==> src/rtl/ttr_ram.sv <==
// Generic single-port-write, registered-read RAM.
module ttr_ram #(
	parameter int WIDTH = 8,
	parameter int DEPTH = 16
) (
	input  logic                     clk,
	input  logic                     we,
	input  logic [$clog2(DEPTH)-1:0] waddr,
	input  logic [WIDTH-1:0]         wdata,
	input  logic [$clog2(DEPTH)-1:0] raddr,
	output logic [WIDTH-1:0]         rdata
);
	logic [WIDTH-1:0] mem [DEPTH];
	always_ff @(posedge clk) begin
		if (we) mem[waddr] <= wdata;
		rdata <= mem[raddr];
	end
endmodule

==> config.mk <==
export PLATFORM = sky130hd
export DESIGN_NAME = ttr_ram
export DESIGN_NICKNAME = d
export VERILOG_FILES = /design/src/rtl/ttr_ram.sv
export SDC_FILE = /design/constraint.sdc
export NUM_CORES = 1
export LEC_CHECK = 0
export BUFFER_PORTS_ARGS = -buffer_cell sky130_fd_sc_hd__buf_2
export CORE_AREA = 4 4 94 96
export CTS_BUF_LIST = sky130_fd_sc_hd__clkbuf_2 sky130_fd_sc_hd__clkbuf_4 sky130_fd_sc_hd__clkbuf_8
export DETAILED_ROUTE_END_ITERATION = 10
export DIE_AREA = 0 0 98 100
export PLACE_DENSITY = 0.85
export RECOVER_POWER = 100
export SYNTH_ARGS = -nofsm -noshare
export SYNTH_HDL_FRONTEND = slang
export SYNTH_SLANG_ARGS = --single-unit
export TNS_END_PERCENT = 1
==> constraint.sdc <==
create_clock -name clk -period 3.52 [get_ports clk]
set_input_delay 0.704 -clock clk [delete_from_list [all_inputs] [get_ports clk]]
set_output_delay 0.704 -clock clk [all_outputs]
set_load 0.005 [all_outputs]
==> run_results.csv <==
group,metric,value,unit
critical_path,required,3.83,ns
sta,fin_crit_sh,0.6827,
routing,drc_errors,0,
critical_path,reg2reg_from,"mem[2][1]$_DFFE_PP_",
synth,synthCells,229,
global_route,overflow,0,
global_route,grt_pass1_vias,2493,
critical_path,end_kind,"flop",
sta,max_slew_margin,0.2343,
cells_and_area,multi_input_area,1057,um^2
routing,drt_iter0_markers,234,
synth,synth.area.mux_share,0.1502,
sta,drv_slew,0,
pwr,ir_drop,0.0003548,V
routing,vias,2413,
cells_and_area,n_antenna_cell,0,
critical_path,cpPeakStageDelay,0.85,ns
cells_and_area,nFillCells,473,
synth,synth_fa_ha_area_frac,0,
cts,clockRootBuffer,"clkbuf_8",
sta,setup_viol,0,
synth,ys_top_cells_by_count,"128 x edfxtp_1, 18 x mux4_2, 16 x a22oi_1, 14 x mux4_1, 13 x nor2_1",
cells_and_area,seq_area,4004,um^2
critical_path,start_kind,"input port",
sta,period_minus_slack,2.403,ns
synth,yosysUniqueCellTypes,19,
synth,netlist.area_leader.share,0.7467,
floorplan,die_w,98,um
synth,synth_top_family_by_area,"multiplexers",
sta,worstMarginPinSlew,1.149,ns
run,cap_violations,0,
cts,post_cts_resized,0,
synth,yosysMostFrequentCell,"edfxtp_1",
pwr,p_comb_frac,0.045,
synth,netlist_area,5147,um^2
cts,path_clk_slew,0.07,ns
synth,yosys.area.top_type,"edfxtp_1",
placed_design,hpwl,5.791,mm
synth,synth_area_leaders,"edfxtp_1 75%, mux4_2 7.9%, mux4_1 7.1%",
critical_path,crit_start,"raddr[0]",
floorplan,die_y,100,um
global_route,grt_use_total,0.2082,
floorplan,fp-row-count,33,
synth,synth-seq-cells,136,
cts,cts_buffers,17,
routing,first_pass_iters,4,
pwr,p_int,2730,uW
synth,avgSynthCellArea,22.48,um^2
pwr,p_leak,0.001895,uW
floorplan,pin_count,26,
synth,synthXorXnorAreaFrac,0,
pwr,power_density,590.9,nW/um^2
cts,cts_max_path_buffers,2,
global_route,grt_pass1_wl,14.57,mm
cts,ctsHoldBuffers,0,
cts,cts.sinks,136,
synth,synth_fp_nets,247,
routing,wirelength,9.516,mm
critical_path,critPathKind,"in -> reg",
pwr,pwr-share-seq,0.533,
synth,ys_seq_area_frac,0.7778,
critical_path,arrival,2.71,ns
sta,fin_ws,1.117,ns
critical_path,crit_path_cell_trace,"buf_2 -> clkbuf_2 -> mux4_1 -> a22oi_1 -> nand2_1",
sta,fin_tns_setup,0,ns
critical_path,crit_slowest_cell,"clkbuf_2",
sta,hold_violations,0,
pwr,clockPowerShare,0.422,
routing,routed_via_density,6.251,
routing,antenna_left,0,
cells_and_area,final_nets,286,
routing,routedWlPerCell,24.65,um
cells_and_area,area_delta_synth_final,12.32,%
run_status,status,"finished, final reports clean",
synth,synth_compound_area_frac,0.02333,
synth,synthArstFlopShare,0,
floorplan,design.core.area,8051,um^2
floorplan,die-area,9800,um^2
hold_path,hp-start,"mem[14][5]$_DFFE_PP_",
cells_and_area,drive_above_1_share,0.2242,
global_route,grt_max_degree,33,
sta,max_freq,416.1,MHz
global_route,antenna_found_initial,0,
pwr,p_switching,686.8,uW
placed_design,pre_cts_ws,1.081,ns
cts,worstSkewPairLatency,0.42,ns
floorplan,start_util,0.6393,
critical_path,crit_fanout,32,
placed_design,io_buffers,25,
synth,yosys_most_used_dff,"edfxtp_1",
placed_design,gp_congestion,0.7322,
cts,htreeDepth,4,
synth,synth-simple-area-share,0.03184,
pwr,p_sw_frac,0.2010,
sta,finClkSkew,0.01119,ns
sta,rsz0062_at_grt,"false",
synth,synth-edff-count,128,
synth,yosys_warnings,0,
cts,cts_tree,"built",
hold_path,min_path_type,"reg -> reg",
cts,cts_setup_buffers,0,
==> logic make-up (layout without fill, tap and decap cells) <==
logic type,count (synthesis),count (layout)
simple gates,35,35
buf+inv,10,62
mux,32,32
flops,136,136
compound gates,16,16
==> flip-flops by register name, summed over array words and instances (netlist names) <==
signal	count
mem	128
rdata	8
==> cells in the final DEF (no fill, tap or decap), types with 2 or more instances in the layout <==
cell type / Yosys / layout
clkinv_2: 0 / 2
nor3_1: 4 / 4
buf_2: 3 / 11
clkbuf_1: 0 / 18
mux4_1: 14 / 14
clkbuf_8: 0 / 17
bufinv_16: 0 / 5
dfxtp_1: 8 / 8
nand2_1: 9 / 9
edfxtp_1: 128 / 128
nand2b_1: 2 / 2
nor2_1: 13 / 13
inv_6: 0 / 3
clkinv_4: 0 / 3
nand3b_1: 2 / 2
a22oi_1: 16 / 16
mux4_2: 18 / 18
==> final cells by class <==
type	count	share of cell area
multi-input cells	83	0.1829
well taps	105	0.02272
clock inverters	14	0.03809
repair buffers	30	0.02207
flip-flops and latches	136	0.6925
clock buffers	18	0.04177
==> layer usage <==
metal | vias up | GRT usage | part of all wire
met3 | 13 | 0.04239 | 0.080
li1 | 1049 | - | -
met1 | 1234 | 0.2792 | 0.39
met4 | 0 | 0.07455 | 0.012
met2 | 117 | 0.3466 | 0.52
met5 | - | 0 | 0
==> worst max-delay path, delay by kind of cell <==
family / cells / cell delay [ns]
and+or+nand+nor: 1 / 0.10
buffers and inverters: 2 / 0.92
AOI/OAI and AO/OA: 1 / 0.29
muxes: 1 / 0.68
==> power groups by stage <==
| stage | logic [uW] | clock network [uW] | registers (uW) |
|---|---|---|---|
| final | 153 | 1440 | 1820 |
| after global routing | 166 | 1540 | 1820 |
| after CTS | 158 | 1460 | 1820 |
| after detailed placement | 156 | 0 | 1860 |
| after global placement | 149 | 0 | 1850 |
| after floorplan | 91.9 | 0 | 1850 |
==> path summary, 6_finish.rpt <==
path / endpoint / slack (ns) / depth (start not counted)
min reg2reg: rdata[5]$_DFF_P_ / 0.68 / 3
min: rdata[5]$_DFF_P_ / 0.68 / 3
max: rdata[1]$_DFF_P_ / 1.12 / 5
max reg2reg: rdata[1]$_DFF_P_ / 2.10 / 3
==> through the flow <==
| stage | total power (uW) | hold slack [ns] | cells | instance area [um^2] | utilization |
|---|---|---|---|---|---|
| 2_1_floorplan | 1945 | 0.6293 | 229 | 5147 | - |
| 6_report | 3417 | 0.6841 | 386 | 5782 | 0.7181 |
| 3_5_place_dp | 2012 | 0.6662 | 354 | 5355 | 0.6651 |
| 5_1_grt | 3525 | 0.7098 | 386 | 5782 | 0.7181 |
| 3_3_place_gp | 2002 | 0.6486 | 354 | 5355 | 0.6651 |
| 4_1_cts | 3434 | 0.6487 | 386 | 5817 | 0.7225 |
Note: power is estimated with default switching activity, not from simulation.
